[src/rtl/tsp_pkg.sv]
package tsp_pkg;

    // Packet geometry
    localparam int PktWords = 47;
    localparam logic [5:0] LastWordIdx = 6'd46;
    localparam logic [5:0] FirstPayloadIdx = 6'd4;
    localparam logic [7:0] MaxPayload = 8'd170;
    localparam int MaxStreams = 3;

    // Input commands
    localparam logic [1:0] FuncPat = 2'd0;
    localparam logic [1:0] FuncPmt = 2'd1;
    localparam logic [1:0] FuncOpen = 2'd2;
    localparam logic [1:0] FuncByte = 2'd3;

    // Burst kinds handed to the word emitter
    localparam logic [1:0] KindPat = 2'd0;
    localparam logic [1:0] KindPmt = 2'd1;
    localparam logic [1:0] KindEs = 2'd2;

    // One burst of output words: indexes start to last of a packet
    typedef struct packed {
        logic [1:0]  kind;
        logic [1:0]  stream;
        logic [3:0]  count;
        logic [32:0] pts;
        logic [7:0]  length;
        logic [5:0]  first_idx;
        logic [31:0] first_word;
        logic [5:0]  start;
        logic [5:0]  last;
    } tsp_job_t;

    // Program association table, byte by byte, padded with 0xFF.
    function automatic logic [7:0] pat_byte(input logic [7:0] idx, input logic [3:0] cnt);
        logic [7:0] b;
        case (idx)
            8'd0:  b = 8'h47;
            8'd1:  b = 8'h40;
            8'd3:  b = {4'h1, cnt};
            8'd2, 8'd4, 8'd5, 8'd8, 8'd11, 8'd12, 8'd13, 8'd17, 8'd21: b = 8'h00;
            8'd6:  b = 8'h80;
            8'd7:  b = 8'h15;
            8'd9:  b = 8'h01;
            8'd10: b = 8'hDB;
            8'd14: b = 8'h01;
            8'd15: b = 8'hE1;
            8'd16: b = 8'h02;
            8'd18: b = 8'h02;
            8'd19: b = 8'hE1;
            8'd20: b = 8'h03;
            8'd22: b = 8'h03;
            8'd23: b = 8'hE1;
            8'd24: b = 8'h04;
            8'd25: b = 8'h4C;
            8'd26: b = 8'h76;
            8'd27: b = 8'h85;
            8'd28: b = 8'h3A;
            default: b = 8'hFF;
        endcase
        return b;
    endfunction

    // Stored CRC of each stream's map table.
    function automatic logic [31:0] pmt_crc(input logic [1:0] s);
        logic [31:0] c;
        case (s)
            2'd0:    c = 32'h36B8219F;
            2'd1:    c = 32'hDBC3DFA7;
            default: c = 32'hED4B3D34;
        endcase
        return c;
    endfunction

    // Program map table of one stream, byte by byte, padded with 0xFF.
    function automatic logic [7:0] pmt_byte(input logic [7:0] idx, input logic [1:0] s,
                                            input logic [3:0] cnt);
        logic [7:0]  b;
        logic [31:0] crc;
        crc = pmt_crc(s);
        case (idx)
            8'd0:  b = 8'h47;
            8'd1:  b = 8'h41;
            8'd2:  b = 8'h02 + {6'b0, s};
            8'd3:  b = {4'h1, cnt};
            8'd4, 8'd8, 8'd11, 8'd12, 8'd20: b = 8'h00;
            8'd5:  b = 8'h02;
            8'd6:  b = 8'hB0;
            8'd7:  b = 8'h21;
            8'd9:  b = 8'h01;
            8'd10: b = 8'hC3;
            8'd13, 8'd23: b = 8'hE2;
            8'd14, 8'd24: b = 8'h94 + {6'b0, s};
            8'd15, 8'd25: b = 8'hF0;
            8'd16: b = 8'h05;
            8'd17: b = 8'h0E;
            8'd18: b = 8'h03;
            8'd19: b = 8'hC0;
            8'd21: b = 8'h96;
            8'd22: b = 8'h06;
            8'd26: b = 8'h0A;
            8'd27: b = 8'h05;
            8'd28: b = 8'h04;
            8'd29: b = 8'h44;
            8'd30: b = 8'h52;
            8'd31: b = 8'h41;
            8'd32: b = 8'h31;
            8'd33: b = 8'hA0;
            8'd34: b = 8'h02;
            8'd35: b = 8'h50;
            8'd36: b = 8'h40;
            8'd37: b = crc[31:24];
            8'd38: b = crc[23:16];
            8'd39: b = crc[15:8];
            8'd40: b = crc[7:0];
            default: b = 8'hFF;
        endcase
        return b;
    endfunction

endpackage

[src/rtl/tsp_emitter.sv]
module tsp_emitter (
    input  logic              aclk,
    input  logic              aresetn,
    input  logic              job_load,
    input  tsp_pkg::tsp_job_t job,
    output logic              can_take,
    output logic              m_tvalid,
    input  logic              m_tready,
    output logic [31:0]       m_tdata,   // packet_word
    output logic              m_tlast    // last_word
);
    import tsp_pkg::*;

    logic        busy_reg, busy_next;
    tsp_job_t    job_reg, job_next;
    logic [5:0]  idx_reg, idx_next;
    logic        valid_reg, valid_next;
    logic [31:0] data_reg, data_next;
    logic        last_reg, last_next;

    logic        out_free;
    logic        step;
    logic        final_step;
    logic [31:0] word;
    logic [7:0]  byte_base;
    logic [31:0] es_word;

    assign out_free   = !valid_reg || m_tready;
    assign step       = busy_reg && out_free;
    assign final_step = (idx_reg == job_reg.last);
    assign can_take   = !busy_reg || (final_step && out_free);
    assign byte_base  = {idx_reg, 2'b00};

    // Elementary stream words: header, then the job's first word at its index, then 0xFF fill.
    always_comb begin
        case (idx_reg)
            6'd0: es_word = {8'h47, 8'h42, 8'h94 + {6'b0, job_reg.stream},
                             4'h1, job_reg.count};
            6'd1: es_word = 32'h000001BD;
            6'd2: es_word = {8'h00, job_reg.length + 8'd8, 8'h80, 8'h80};
            6'd3: es_word = {8'h05, 4'b0010, job_reg.pts[32:30], 1'b1,
                             job_reg.pts[29:22], job_reg.pts[21:15], 1'b1};
            default: begin
                if (idx_reg == job_reg.first_idx) begin
                    es_word = job_reg.first_word;
                end else begin
                    es_word = 32'hFFFFFFFF;
                end
            end
        endcase
    end

    // Word selection for the current burst index
    always_comb begin
        unique case (job_reg.kind)
            KindPat: word = {pat_byte(byte_base, job_reg.count),
                             pat_byte(byte_base + 8'd1, job_reg.count),
                             pat_byte(byte_base + 8'd2, job_reg.count),
                             pat_byte(byte_base + 8'd3, job_reg.count)};
            KindPmt: word = {pmt_byte(byte_base, job_reg.stream, job_reg.count),
                             pmt_byte(byte_base + 8'd1, job_reg.stream, job_reg.count),
                             pmt_byte(byte_base + 8'd2, job_reg.stream, job_reg.count),
                             pmt_byte(byte_base + 8'd3, job_reg.stream, job_reg.count)};
            default: word = es_word;
        endcase
    end

    // Burst sequencing and the output register
    always_comb begin
        busy_next  = busy_reg;
        job_next   = job_reg;
        idx_next   = idx_reg;
        valid_next = valid_reg;
        data_next  = data_reg;
        last_next  = last_reg;
        if (step) begin
            valid_next = 1'b1;
            data_next  = word;
            last_next  = (idx_reg == LastWordIdx);
            idx_next   = idx_reg + 6'd1;
            if (final_step) begin
                busy_next = 1'b0;
            end
        end else if (m_tready) begin
            valid_next = 1'b0;
        end
        if (job_load) begin
            busy_next = 1'b1;
            job_next  = job;
            idx_next  = job.start;
        end
    end

    always_ff @(posedge aclk) begin
        if (!aresetn) begin
            busy_reg  <= 1'b0;
            valid_reg <= 1'b0;
        end else begin
            busy_reg  <= busy_next;
            valid_reg <= valid_next;
        end
        job_reg  <= job_next;
        idx_reg  <= idx_next;
        data_reg <= data_next;
        last_reg <= last_next;
    end

    assign m_tvalid = valid_reg;
    assign m_tdata  = data_reg;
    assign m_tlast  = last_reg;

endmodule

[src/rtl/transport_stream_packetizer.sv]
// Transport stream packetizer. Every packet is 188 bytes and leaves as 47 big-endian
// 32-bit words on the m_ channel, with m_tlast on the last word. A PAT or PMT command
// produces a whole table packet, and an open command produces the four TS and PES header
// words (and, for a zero length, the whole padded packet). Payload bytes are then taken
// one per cycle while the receiver keeps up, and leave four to a word; the byte that
// completes the declared length also releases the padding words. One output word
// register sets the rate: s_tready stays low while a burst drains (47 words for a table
// packet or an empty open, 4 for any other open, up to 43 for the word and the padding
// that close a packet), while payload bytes flow at one transfer per cycle if the
// receiver keeps up. Commands other than payload bytes are ignored while a packet is
// open, and cfg_data (the PTS increment) may be written at any time the block is idle.
module transport_stream_packetizer #(
    parameter int NUM_STREAMS = 3
) (
    input  logic        aclk,
    input  logic        aresetn,
    input  logic        s_tvalid,
    output logic        s_tready,
    input  logic [23:0] s_tdata,   // stream[1:0], payload_length[9:2], data_byte[17:10]
    input  logic [1:0]  s_tuser,   // func[1:0]
    output logic        m_tvalid,
    input  logic        m_tready,
    output logic [31:0] m_tdata,   // packet_word[31:0]
    output logic        m_tlast,   // last_word
    input  logic        cfg_valid,
    output logic        cfg_ready,
    input  logic [32:0] cfg_data   // pts_increment
);
    import tsp_pkg::*;

    logic [32:0] pts_inc_reg;
    logic [3:0]  pat_count_reg, pat_count_next;
    logic [3:0]  pmt_count_reg [MaxStreams];
    logic [3:0]  pmt_count_next [MaxStreams];
    logic [3:0]  es_count_reg [MaxStreams];
    logic [3:0]  es_count_next [MaxStreams];
    logic [32:0] es_time_reg [MaxStreams];
    logic [32:0] es_time_next [MaxStreams];
    logic        open_reg, open_next;
    logic [1:0]  open_stream_reg, open_stream_next;
    logic [7:0]  decl_reg, decl_next;
    logic [7:0]  taken_reg, taken_next;
    logic [23:0] pend_reg, pend_next;
    logic [1:0]  pcnt_reg, pcnt_next;
    logic [5:0]  wsent_reg, wsent_next;

    logic        in_xfer;
    logic [1:0]  func;
    logic [1:0]  stream_sel;
    logic [7:0]  len_in;
    logic [7:0]  len_sat;
    logic [7:0]  data_in;
    logic        stream_ok;
    logic [7:0]  taken_inc;
    logic        job_load;
    tsp_job_t    job;
    logic [32:0] open_time;
    logic [31:0] fin_word;

    logic        can_take;

    assign func       = s_tuser;
    assign stream_sel = s_tdata[1:0];
    assign len_in     = s_tdata[9:2];
    assign data_in    = s_tdata[17:10];
    assign len_sat    = (len_in > MaxPayload) ? MaxPayload : len_in;
    assign stream_ok  = (int'(stream_sel) < NUM_STREAMS) && (int'(stream_sel) < MaxStreams);
    assign in_xfer    = s_tvalid && s_tready;
    assign s_tready   = can_take;
    assign cfg_ready  = 1'b1;
    assign taken_inc  = taken_reg + 8'd1;
    assign open_time  = es_time_reg[stream_sel];

    // Last data word of a packet: pending bytes, the new byte, then 0xFF fill.
    always_comb begin
        case (pcnt_reg)
            2'd0:    fin_word = {data_in, 24'hFFFFFF};
            2'd1:    fin_word = {pend_reg[7:0], data_in, 16'hFFFF};
            2'd2:    fin_word = {pend_reg[15:0], data_in, 8'hFF};
            default: fin_word = {pend_reg, data_in};
        endcase
    end

    // Per-transfer state update and burst set-up
    always_comb begin
        pat_count_next   = pat_count_reg;
        pmt_count_next   = pmt_count_reg;
        es_count_next    = es_count_reg;
        es_time_next     = es_time_reg;
        open_next        = open_reg;
        open_stream_next = open_stream_reg;
        decl_next        = decl_reg;
        taken_next       = taken_reg;
        pend_next        = pend_reg;
        pcnt_next        = pcnt_reg;
        wsent_next       = wsent_reg;
        job_load         = 1'b0;
        job              = '0;
        job.kind         = KindEs;

        if (in_xfer) begin
            if (func == FuncByte) begin
                if (open_reg) begin
                    taken_next     = taken_inc;
                    job.stream     = open_stream_reg;
                    if (taken_inc >= decl_reg) begin
                        // Packet complete: flush and pad to the end
                        job_load       = 1'b1;
                        job.first_idx  = wsent_reg;
                        job.first_word = fin_word;
                        job.start      = wsent_reg;
                        job.last       = LastWordIdx;
                        open_next      = 1'b0;
                        wsent_next     = 6'd0;
                        pend_next      = 24'd0;
                        pcnt_next      = 2'd0;
                        es_count_next[open_stream_reg] = es_count_reg[open_stream_reg] + 4'd1;
                        es_time_next[open_stream_reg] = es_time_reg[open_stream_reg]
                                                        + pts_inc_reg;
                    end else if (pcnt_reg == 2'd3) begin
                        // Fourth byte completes a data word
                        job_load       = 1'b1;
                        job.first_idx  = wsent_reg;
                        job.first_word = {pend_reg, data_in};
                        job.start      = wsent_reg;
                        job.last       = wsent_reg;
                        wsent_next     = wsent_reg + 6'd1;
                        pend_next      = 24'd0;
                        pcnt_next      = 2'd0;
                    end else begin
                        pend_next = {pend_reg[15:0], data_in};
                        pcnt_next = pcnt_reg + 2'd1;
                    end
                end
            end else if (!open_reg) begin
                case (func)
                    FuncPat: begin
                        job_load       = 1'b1;
                        job.kind       = KindPat;
                        job.count      = pat_count_reg;
                        job.start      = 6'd0;
                        job.last       = LastWordIdx;
                        pat_count_next = pat_count_reg + 4'd1;
                    end
                    FuncPmt: begin
                        if (stream_ok) begin
                            job_load   = 1'b1;
                            job.kind   = KindPmt;
                            job.stream = stream_sel;
                            job.count  = pmt_count_reg[stream_sel];
                            job.start  = 6'd0;
                            job.last   = LastWordIdx;
                            pmt_count_next[stream_sel] = pmt_count_reg[stream_sel] + 4'd1;
                        end
                    end
                    default: begin
                        if (stream_ok) begin
                            job_load       = 1'b1;
                            job.stream     = stream_sel;
                            job.count      = es_count_reg[stream_sel];
                            job.pts        = open_time;
                            job.length     = len_sat;
                            job.start      = 6'd0;
                            job.first_idx  = FirstPayloadIdx;
                            job.first_word = {open_time[14:7], open_time[6:0], 1'b1,
                                              16'hFFFF};
                            if (len_sat == 8'd0) begin
                                // Empty payload: header, then padding at once
                                job.last = LastWordIdx;
                                es_count_next[stream_sel] = es_count_reg[stream_sel] + 4'd1;
                                es_time_next[stream_sel] = open_time + pts_inc_reg;
                            end else begin
                                job.last         = FirstPayloadIdx - 6'd1;
                                open_next        = 1'b1;
                                open_stream_next = stream_sel;
                                decl_next        = len_sat;
                                taken_next       = 8'd0;
                                wsent_next       = FirstPayloadIdx;
                                pend_next        = {8'h00, open_time[14:7],
                                                    open_time[6:0], 1'b1};
                                pcnt_next        = 2'd2;
                            end
                        end
                    end
                endcase
            end
        end
    end

    // State registers
    always_ff @(posedge aclk) begin
        if (!aresetn) begin
            pts_inc_reg     <= 33'd3840;
            pat_count_reg   <= 4'd0;
            open_reg        <= 1'b0;
            open_stream_reg <= 2'd0;
            decl_reg        <= 8'd0;
            taken_reg       <= 8'd0;
            pend_reg        <= 24'd0;
            pcnt_reg        <= 2'd0;
            wsent_reg       <= 6'd0;
            for (int i = 0; i < MaxStreams; i++) begin
                pmt_count_reg[i] <= 4'd0;
                es_count_reg[i]  <= 4'd0;
                es_time_reg[i]   <= 33'd0;
            end
        end else begin
            if (cfg_valid && cfg_ready) begin
                pts_inc_reg <= cfg_data;
            end
            pat_count_reg   <= pat_count_next;
            open_reg        <= open_next;
            open_stream_reg <= open_stream_next;
            decl_reg        <= decl_next;
            taken_reg       <= taken_next;
            pend_reg        <= pend_next;
            pcnt_reg        <= pcnt_next;
            wsent_reg       <= wsent_next;
            pmt_count_reg   <= pmt_count_next;
            es_count_reg    <= es_count_next;
            es_time_reg     <= es_time_next;
        end
    end

    tsp_emitter u_emitter (
        .aclk     (aclk),
        .aresetn  (aresetn),
        .job_load (job_load),
        .job      (job),
        .can_take (can_take),
        .m_tvalid (m_tvalid),
        .m_tready (m_tready),
        .m_tdata  (m_tdata),
        .m_tlast  (m_tlast)
    );

endmodule
[config.mk]
export PLATFORM = sky130hd
export DESIGN_NAME = transport_stream_packetizer
export DESIGN_NICKNAME = d
export VERILOG_FILES = /design/src/rtl/tsp_pkg.sv /design/src/rtl/tsp_emitter.sv /design/src/rtl/transport_stream_packetizer.sv
export SDC_FILE = /design/constraint.sdc
export NUM_CORES = 1
export LEC_CHECK = 0
export BUFFER_PORTS_ARGS = -buffer_cell sky130_fd_sc_hd__buf_2
export CORE_MARGIN = 2
export CORE_UTILIZATION = 50
export DETAILED_ROUTE_END_ITERATION = 16
export GPL_TIMING_DRIVEN = 0
export PLACE_DENSITY = 0.67
export SLEW_MARGIN = 20
export SYNTH_ARGS = -nofsm -noshare
export SYNTH_HDL_FRONTEND = slang
export SYNTH_SLANG_ARGS = --single-unit
[constraint.sdc]
create_clock -name aclk -period 16.8 [get_ports aclk]
set_input_delay 0.84 -clock aclk [delete_from_list [all_inputs] [get_ports aclk]]
set_output_delay 0.84 -clock aclk [all_outputs]
set_load 0.03 [all_outputs]
**Word-level counts from Yosys, hierarchy flattened**

Cells that the tools add are included.

- Register bits: 345
- Output and inout port bits: 36
- Logic and storage cells: 405

- Add/subtract/negate cells: 16
- Magnitude comparators: 7
- Equality and inequality tests: 146
- Multiplexer cells: 125
- Bitwise operators: 8
- Reduce and logical (&&, ||, !) cells: 72

Operators by type and width:

| kind | count |
|---|---|
| two-way mux 99 bit | 8 |
| one-hot mux 8 bit (31 select lines) | 3 |
| equality test 8 x 5 -> 1 bit, second input constant | 48 |
| one-hot mux 8 bit (16 select lines) | 3 |
| equality test 8 x 6 -> 1 bit, second input constant | 27 |
| two-way mux 50 bit | 4 |
| bitwise mux 99 bit | 2 |
| two-way mux 33 bit | 6 |
| equality test 8 x 4 -> 1 bit, second input constant | 24 |
| two-way mux 24 bit | 8 |
| binary-select mux 33 bit (select 2 bit) | 2 |
| demux 33 bit (select 2 bit) | 2 |
| one-hot mux 32 bit (2 select lines) | 2 |
| one-hot mux 32 bit (4 select lines) | 1 |
| two-way mux 97 bit | 1 |
| equality test 8 x 3 -> 1 bit, second input constant | 12 |
| two-way mux 12 bit | 8 |
| one-hot mux 32 bit (3 select lines) | 1 |
| two-way mux 79 bit | 1 |
| two-way mux 6 bit | 12 |
| adder 33 bit | 2 |
| two-way mux 8 bit | 8 |
| one-hot mux 8 bit (8 select lines) | 1 |
| OR reduction 2 bit | 28 |
| 56 further kinds | 160 |

**Logic depth before layout (Yosys ltp)**

Gate-level depths: netlist (run 1).

- Word-level depth: 11
- Depth in mapped cells: 18

**By module**

A second synthesis (run 1) with hierarchy kept.

- Cell total of the unflattened synthesis: 2517
- Area, all modules: 21287.9 um^2

Modules (own cells, without submodules):

| module | instances | cells an instance | area each (um^2) |
|---|---|---|---|
| transport_stream_packetizer | 1 | 2043 | 15579.9 |
| tsp_emitter | 1 | 474 | 5708.0 |

**Least setup slack after synthesis (run 1)**

No wires, ideal clock.

- Path kind: reg-to-reg
- From: register taken_reg[2]
- To: register u_emitter.idx_reg[0], data pin
- Arrival time: 6605 ps
- Data required time: 16543 ps
- Setup slack: 9939 ps
- Stages on the path, launching flop included: 13
- Clock period less this slack: 6861 ps
- Path through: dfxtp_1 and3_1 clkbuf_1 and3_1 and3_1 xor2_1 ha_1 nand4_1 o31ai_1 nor3_2 nor2_1 inv_1 a21o_1

- Word-level cells in the longest chain between the ends: 7

Ends and longest elaborated chain:

| item | line | source |
|---|---|---|
| start: declaration | transport_stream_packetizer.sv:42 | `logic [7:0] taken_reg, taken_next;` |
| start signal: assignment | transport_stream_packetizer.sv:215 | `taken_reg <= taken_next;` |
| adder 8 x 1 -> 8 bit | transport_stream_packetizer.sv:71 | `assign taken_inc = taken_reg + 8'd1;` |
| greater-or-equal comparator 8 bit | transport_stream_packetizer.sv:106 | `if (taken_inc >= decl_reg) begin` |
| two-way mux 1 bit | transport_stream_packetizer.sv:106 |  |
| two-way mux 1 bit | transport_stream_packetizer.sv:103 | `if (open_reg) begin` |
| two-way mux 1 bit | transport_stream_packetizer.sv:102 | `if (func == FuncByte) begin` |
| two-way mux 1 bit | transport_stream_packetizer.sv:101 | `if (in_xfer) begin` |
| via job_load | transport_stream_packetizer.sv:55 | `logic job_load;` |
| two-way mux 6 bit | tsp_emitter.sv:87 | `if (job_load) begin` |
| via u_emitter.idx_next[0] | tsp_emitter.sv:16 | `logic [5:0] idx_reg, idx_next;` |
| end signal: assignment | tsp_emitter.sv:103 | `idx_reg <= idx_next;` |
| end: declaration | tsp_emitter.sv:16 |  |

The timed path passes the listed nets, and every way through them passes these cells.
A chain may end at the register's enable or synchronous reset.

**Worst setup path after layout (run 1)**

- From: input port s_tdata[1]
- To: register es_time_reg[62] in the netlist's numbering

- Word-level cells in the longest chain between the ends: 11

Ends and longest elaborated chain:

| item | line | source |
|---|---|---|
| start: declaration | transport_stream_packetizer.sv:19 | `input logic [23:0] s_tdata,` |
| NOT 2 -> 3 bit (implied by the code) | transport_stream_packetizer.sv:72 | `assign open_time = es_time_reg[stream_sel];` |
| binary-select mux 33 bit (select 2 bit) | transport_stream_packetizer.sv:72 |  |
| two-way mux 33 bit (implied by the code) (2 in a row) | transport_stream_packetizer.sv:72 |  |
| via open_time[15] | transport_stream_packetizer.sv:57 | `logic [32:0] open_time;` |
| adder 33 bit | transport_stream_packetizer.sv:171 | `es_time_next[stream_sel] = open_time + pts_inc_reg;` |
| bitwise mux 99 bit | transport_stream_packetizer.sv:171 |  |
| two-way mux 99 bit | transport_stream_packetizer.sv:167 | `if (len_sat == 8'd0) begin` |
| two-way mux 99 bit | transport_stream_packetizer.sv:157 | `if (stream_ok) begin` |
| two-way mux 99 bit | transport_stream_packetizer.sv:136 | `case (func)` |
| two-way mux 99 bit | transport_stream_packetizer.sv:135 | `end else if (!open_reg) begin` |
| two-way mux 99 bit | transport_stream_packetizer.sv:102 |  |
| end signal: assignment | transport_stream_packetizer.sv:221 | `es_time_reg <= es_time_next;` |
| end: declaration | transport_stream_packetizer.sv:37 | `logic [32:0] es_time_reg [MaxStreams];` |

The timed path passes the listed nets, and every way through them passes these cells. The select of a mux whose other input is x is not followed.

==> summary.txt, run 1 <==
Floorplan
  – Std cell rows: 75
  – Die W: 210 um
  – Core Area: 41900 sq um
  – Starting density of the core: 0.506
  – # IOs: 100
  – Die height: 210 um
  – Die Area: 44000 sq um

Routing
  – Met1 Wirelength: 33400 um
  – Top sig layer: met4
  – Post-route ant nets: 0
  – Total routed wirelength: 86000 um
  – Initial DRC count: 2537
  – Drt pass-1 iters: 6
  – Vias: 21025
  – Residual DRC count: 0
  – Vias per cell: 6.60
  – Avg WL per Cell: 27.0 um
  – Met3 wire len: 8140 um
  – Met2 wire len: 38600 um

Global route
  – Largest net degree at the start of global routing: 35
  – Global Route Usage Sum: 0.382
  – Initial antenna violation count: 0
  – Vias in the first global route: 19842
  – First-pass GRT wire length: 125000 um
  – GR Overflow Total: 0

CTS
  – Clock buffer depth: 3
  – CTS Buf Count: 40
  – # Post-CTS Setup Buffers: 0
  – H-tree depth: 2
  – CTS root buf: clkbuf_16
  – CTS tree: built
  – Clk slew on worst S/H paths: 50 ps
  – Clk sink count: 330
  – Post-cts gate resize count: 0
  – Hold-fix buffers at CTS: 0
  – Later-pin clock latency in the skew report: 590 ps

Final layout
  – Area Overhead vs Synth: 12.0%
  – Layout cell share with drive strength beyond 1: 0.0884
  – Max FFs per register: 99
  – Non-filler cells, final: 3187
  – Fill cells: 3917
  – Commonest non-fill, non-tap cell in the layout: o21ai_0
  – Most frequent cells in the layout: o21ai_0 (257), nand2_1 (249), dfxtp_1 (213)
  – Post-layout nets: 2773
  – N_diodes: 0

Synthesis
  – Cell area after synthesis: 21200 sq um
  – Ys flop type: dfxtp_1
  – Post-Syn Nets: 2638
  – Post-synth cell types: 96
  – Asr flop ratio synth: 0
  – Cells after synthesis: 2482
  – Syn Area/Cell: 8.53 sq um
  – Number of synthesized flops with an enable pin: 117
  – Seq cells post-synth: 330
  – Seq/Total Area, Yosys: 0.367
  – Synth warn: 0

Critical path
  – Worst setup path class: in -> reg
  – Critical Path RT: 17250 ps
  – Critical Path End Type: flip-flop
  – Critical Path AT: 6790 ps
  – CP startpoint kind: primary input
  – Crit-path max FO: 10

Timing
  – Min cycle time layout: 6340 ps
  – # setup viols final: 0
  – Final Cycle Share: 0.377
  – Final hold vios: 0
  – Slew headroom: 0.142
  – Worst Skew: 13.4 ps
  – Min Hold Slack: 457 ps
  – RSZ-0062 raised after global routing: no
  – Max Clk Rate: 0.158 GHz
  – Slew Limit Fails: 0
  – Sum Neg Setup Slack: 0 ps
  – Slew @ Worst Pin: 1290 ps

Hold path
  – Hold WC Path Type: reg -> reg

Run
  – Max-cap violations: 0

Placement
  – Placed cell count: 3114
  – Port Buffers: 91
  – Detailed placement HPWL: 65000 um
  – Routability cong.: 1.05

Power
  – Static Leak: 9.00 nW
  – Peak supply drop: 0.0619 mV
  – PD cells: 93.6 nW/um^2

Outcome
  – Status: finished clean
[metal layers]
metal | GRT usage | up-vias
li1 | - | 9468
met1 | 0.476 | 9981
met2 | 0.615 | 1272
met3 | 0.0696 | 304
met4 | 0.237 | 0
met5 | 0 | -
[kinds of logic (layout without fill, tap and decap cells)]
group	count (synthesis)	after routing	share of synthesized area
AO/OA/AOI/OAI	799	799	0.249
XOR/XNOR	93	93	0.0385
adder cells (fa/ha/maj)	93	93	0.0556
buffers and inverters	228	394	0.0449
flip-flops	330	330	0.367
multiplexers	119	119	0.0563
other	1	1	0.000177
AND/OR/NAND/NOR	819	819	0.188
[worst max-delay path, cell delays in order]
cell	delay [ps]
buf_2	130
clkbuf_1	470
nor2b_1	230
clkbuf_1	390
clkbuf_1	800
clkbuf_1	630
nand2_1	100
o21ai_0	310
ha_1	210
clkbuf_1	300
nand2_1	200
nor3_1	550
o2111ai_1	240
nand3_1	300
o221ai_4	200
nand4_1	140
o211ai_1	150
a221oi_1	480
nor2_1	90
[power breakdown]
group          total (mW)  leakage (nW)  internal, mW  switching, mW
registers           0.902          2.82         0.877         0.0247
logic               0.407          5.51         0.119          0.288
clock network       0.908         0.662         0.537          0.372
total                2.22          9.00          1.53          0.684
[path summary, 6_finish.rpt]
check,start,endpoint,slack [ps],cells past startpoint
worst max-delay path,s_tdata[1],es_time_reg[62],10460,19
worst min-delay path,pmt_count_reg[2],pmt_count_reg[2],460,2
worst max register to register,open_stream_reg[0],es_time_reg[93],10630,15
worst min register to register,pmt_count_reg[2],pmt_count_reg[2],460,2
[per-stage QoR]
stage | worst slack (ps) | utilization | total power [mW] | instance area (sq um)
after floorplan | 9940 | - | 1.17 | 21200
after global placement | 7730 | 0.533 | 1.31 | 22300
after detailed placement | 10190 | 0.534 | 1.31 | 22400
after CTS | 10770 | 0.566 | 2.21 | 23700
after global routing | 10380 | 0.566 | 2.28 | 23700
final | 10460 | 0.566 | 2.22 | 23700
[synthesized netlist by cell type (all sizes together), types with 32 or more instances]
cell / instances / area, sq um
o21ai: 268 / 1350
a21oi: 157 / 786
xor2: 38 / 333
and2: 35 / 223
dfxtp: 213 / 4260
inv: 42 / 158
mux2i: 119 / 1190
nand2: 251 / 947
buf: 44 / 233
a221oi: 54 / 473
a21o: 32 / 240
ha: 90 / 1130
nor3: 58 / 295
edfxtp: 117 / 3510
nor2b: 82 / 513
nand3: 79 / 395
nor2: 181 / 682
xnor2: 55 / 482
clkbuf: 140 / 547
[cell type report]
class / count / area, sq um / share of cell area
Buffer: 185 / 790 / 0.0333
Clock buffer: 55 / 1140 / 0.0480
Clock inverter: 18 / 201 / 0.00850
Inverter: 43 / 161 / 0.00681
Multi-Input combinational cell: 1924 / 12500 / 0.526
Sequential cell: 330 / 7780 / 0.328
Tap cell: 539 / 674 / 0.0285
Timing Repair Buffer: 93 / 495 / 0.0209
Power figures use the tool's default switching activity.
==> run 2: changes to the inputs <==
clock period = 6.1 ns   (was 16.8 ns; I/O delays follow)
==> summary.txt, run 2 (synthesis gave the netlist of run 1 again) <==
Outcome
  – Status: finished clean

Timing
  – Slew Limit Fails: 0 (unchanged)
  – Min cycle time layout: 5670 ps
  – Final hold vios: 0 (unchanged)
  – RSZ-0062 raised after global routing: no
  – # setup viols final: 0 (unchanged)
  – Slew headroom: 0.169 (+0.0267)
  – Sum Neg Setup Slack: 0 ps (unchanged)
  – Final Cycle Share: 0.929
  – Final WS setup: 435 ps (-10030 ps)
  – Worst Skew: 20.2 ps (+6.86 ps)
  – Max Clk Rate: 0.177 GHz
  – Slew @ Worst Pin: 1230 ps (-53.1 ps)

CTS
  – Later-pin clock latency in the skew report: 590 ps (about the same)
  – H-tree depth: 2 (unchanged)
  – Clk sink count: 330 (unchanged)
  – Clock buffer depth: 3 (unchanged)
  – CTS Buf Count: 40 (unchanged)
  – CTS tree: built
  – CTS root buf: clkbuf_16
  – Clk slew on worst S/H paths: 60 ps (about the same)

Power
  – Sequential power share: 0.407 (about the same)
  – Pint: 4.20 mW (+170%)
  – Peak supply drop: 0.209 mV (+240%)
  – Clock power frac: 0.406 (-0.004)
  – Net Sw Power: 1.90 mW (+180%)
  – Static Leak: 9.11 nW (+1.3%)
  – Power share of the combinational group: 0.187 (+0.003)
  – PD cells: 254 nW/um^2 (+170%)
  – Sw Share: 0.312 (+0.00297)

Final layout
  – Commonest non-fill, non-tap cell in the layout: o21ai_0
  – Layout cell share with drive strength beyond 1: 0.0882 (-0.000210)
  – Non-filler cells, final: 3216 (+0.91%)
  – N_diodes: 0 (unchanged)
  – Area Overhead vs Synth: 13.4%
  – Most frequent cells in the layout: o21ai_0 (258), nand2_1 (249), dfxtp_1 (213)
  – Post-layout nets: 2802 (+1.0%)
  – Utilization after layout: 0.574 (+0.00744)
  – Finished Cell Area: 24000 sq um (+1.3%)
  – Max FFs per register: 99 (unchanged)

Critical path
  – R2r setup slk: 430 ps (-10200 ps)
  – R2r worst-path depth: 15 (unchanged)
  – Crit-path max FO: 10 (unchanged)
  – Reg2reg start: open_stream_reg[0]
  – R2r endpoint: es_time_reg[93]
  – CP startpoint kind: flip-flop
  – Critical Path AT: 6160 ps (-630 ps)
  – Worst setup path class: reg -> reg
  – Critical Path RT: 6590 ps (-10660 ps)
  – Critical Path End Type: flip-flop

Floorplan
  – Starting density of the core: 0.506 (unchanged)
  – # IOs: 100 (unchanged)
  – Die W: 210 um (unchanged)
  – Std cell rows: 75 (unchanged)
  – Die Area: 44000 sq um (unchanged)
  – Core Area: 41900 sq um (unchanged)
  – Die height: 210 um (unchanged)

Routing
  – Avg WL per Cell: 26.7 um (-1.1%)
  – Drt pass-1 iters: 6 (unchanged)
  – Vias: 21137 (+0.53%)
  – Vias per cell: 6.57 (-0.37%)
  – Residual DRC count: 0 (unchanged)
  – Total routed wirelength: 85800 um (-0.21%)
  – Post-route ant nets: 0 (unchanged)
  – Initial DRC count: 2631 (+3.7%)

Placement
  – Routability cong.: 1.01 (-3.6%)
  – Placed cell areas: 22400 sq um (+0.13%)
  – Placed cell count: 3115 (+0.032%)
  – Place WS: -68.4 ps (-10260 ps)
  – Port Buffers: 91 (unchanged)
  – Detailed placement HPWL: 64900 um (about the same)

Hold path
  – HP Start: cfg_data[12]
  – Hold EP: pts_inc_reg[12]
  – Hold Crit Depth: 3 (+1)
  – Hold WC Path Type: in -> reg

Global route
  – Global Route Usage Sum: 0.380 (-0.00183)
  – Vias in the first global route: 19956 (+0.57%)
  – Largest net degree at the start of global routing: 35 (unchanged)
  – GR Overflow Total: 0 (unchanged)
  – Initial antenna violation count: 0 (unchanged)
  – First-pass GRT wire length: 125000 um (about the same)

Run
  – Max-cap violations: 0 (unchanged)
-- run 2: what timing repair did --
action / CTS / global route
buffers inserted: 0 / 0
resized for setup: 0 / 6
endpoints found under the setup margin: 0 / 9
hold buffers: 27 / 0
endpoints found under the hold margin: 27 / 0
-- run 2: power by group through the flow --
stage,Clock [mW],Combinational (mW),Sequential [mW]
6_report,2.48,1.14,2.48
5_1_grt,2.57,1.21,2.49
4_1_cts,2.49,1.11,2.48
3_5_place_dp,0,1.09,2.53
3_3_place_gp,0,1.07,2.53
2_1_floorplan,0,0.661,2.55
-- run 2: per-stage QoR --
step                      hold slack (ps)  power [mW]
after floorplan                       434        3.21
after global placement                443        3.61
after detailed placement              447        3.62
after CTS                            1.21        6.08
after global routing                 30.2        6.27
final                                10.8        6.10
-- run 2: worst max-delay path, cell delays in order, from the launching register on --
cell and delay, ps:
dfxtp_1 300, clkbuf_1 420, clkbuf_1 630, clkdlybuf4s15_1 760, mux2i_1 240, o21ai_0 100, ha_1 360, a21o_1 220
o21bai_1 300, o21ai_1 500, a21oi_1 210, nor2_1 360, o21ai_0 270, a2111oi_2 580, a221oi_1 170, nor3_1 170
-- run 2: area by class of cell --
type,instances,area [sq um]
fillers,3842,17800
multi-input cells,1924,12400
flip-flops and latches,330,7780
clock buffers,53,1130
repair buffers,122,816
plain buffers,185,797
well taps,539,674
clock inverters,20,203
inverters,43,161
-- run 2: routing by layer --
metal,track usage,share of wire,vias to the layer above
li1,-,-,9529
met1,0.462,0.39,10111
met2,0.632,0.46,1211
met3,0.0804,0.091,286
met4,0.207,0.061,0
met5,0,0,-
-- run 2: how the worst max path moves through the flow --
stage,startpoint,endpoint,slack (ps),cells past startpoint
2_1_floorplan,taken_reg[2],u_emitter.idx_reg[0],730,12
3_3_place_gp,taken_reg[2],u_emitter.idx_reg[1],-900,12
3_5_place_dp,s_tdata[1],es_time_reg[96],-70,19
4_1_cts,open_stream_reg[0],es_time_reg[93],270,15
5_1_grt,open_stream_reg[0],es_time_reg[93],70,15
6_report,open_stream_reg[0],es_time_reg[93],430,15
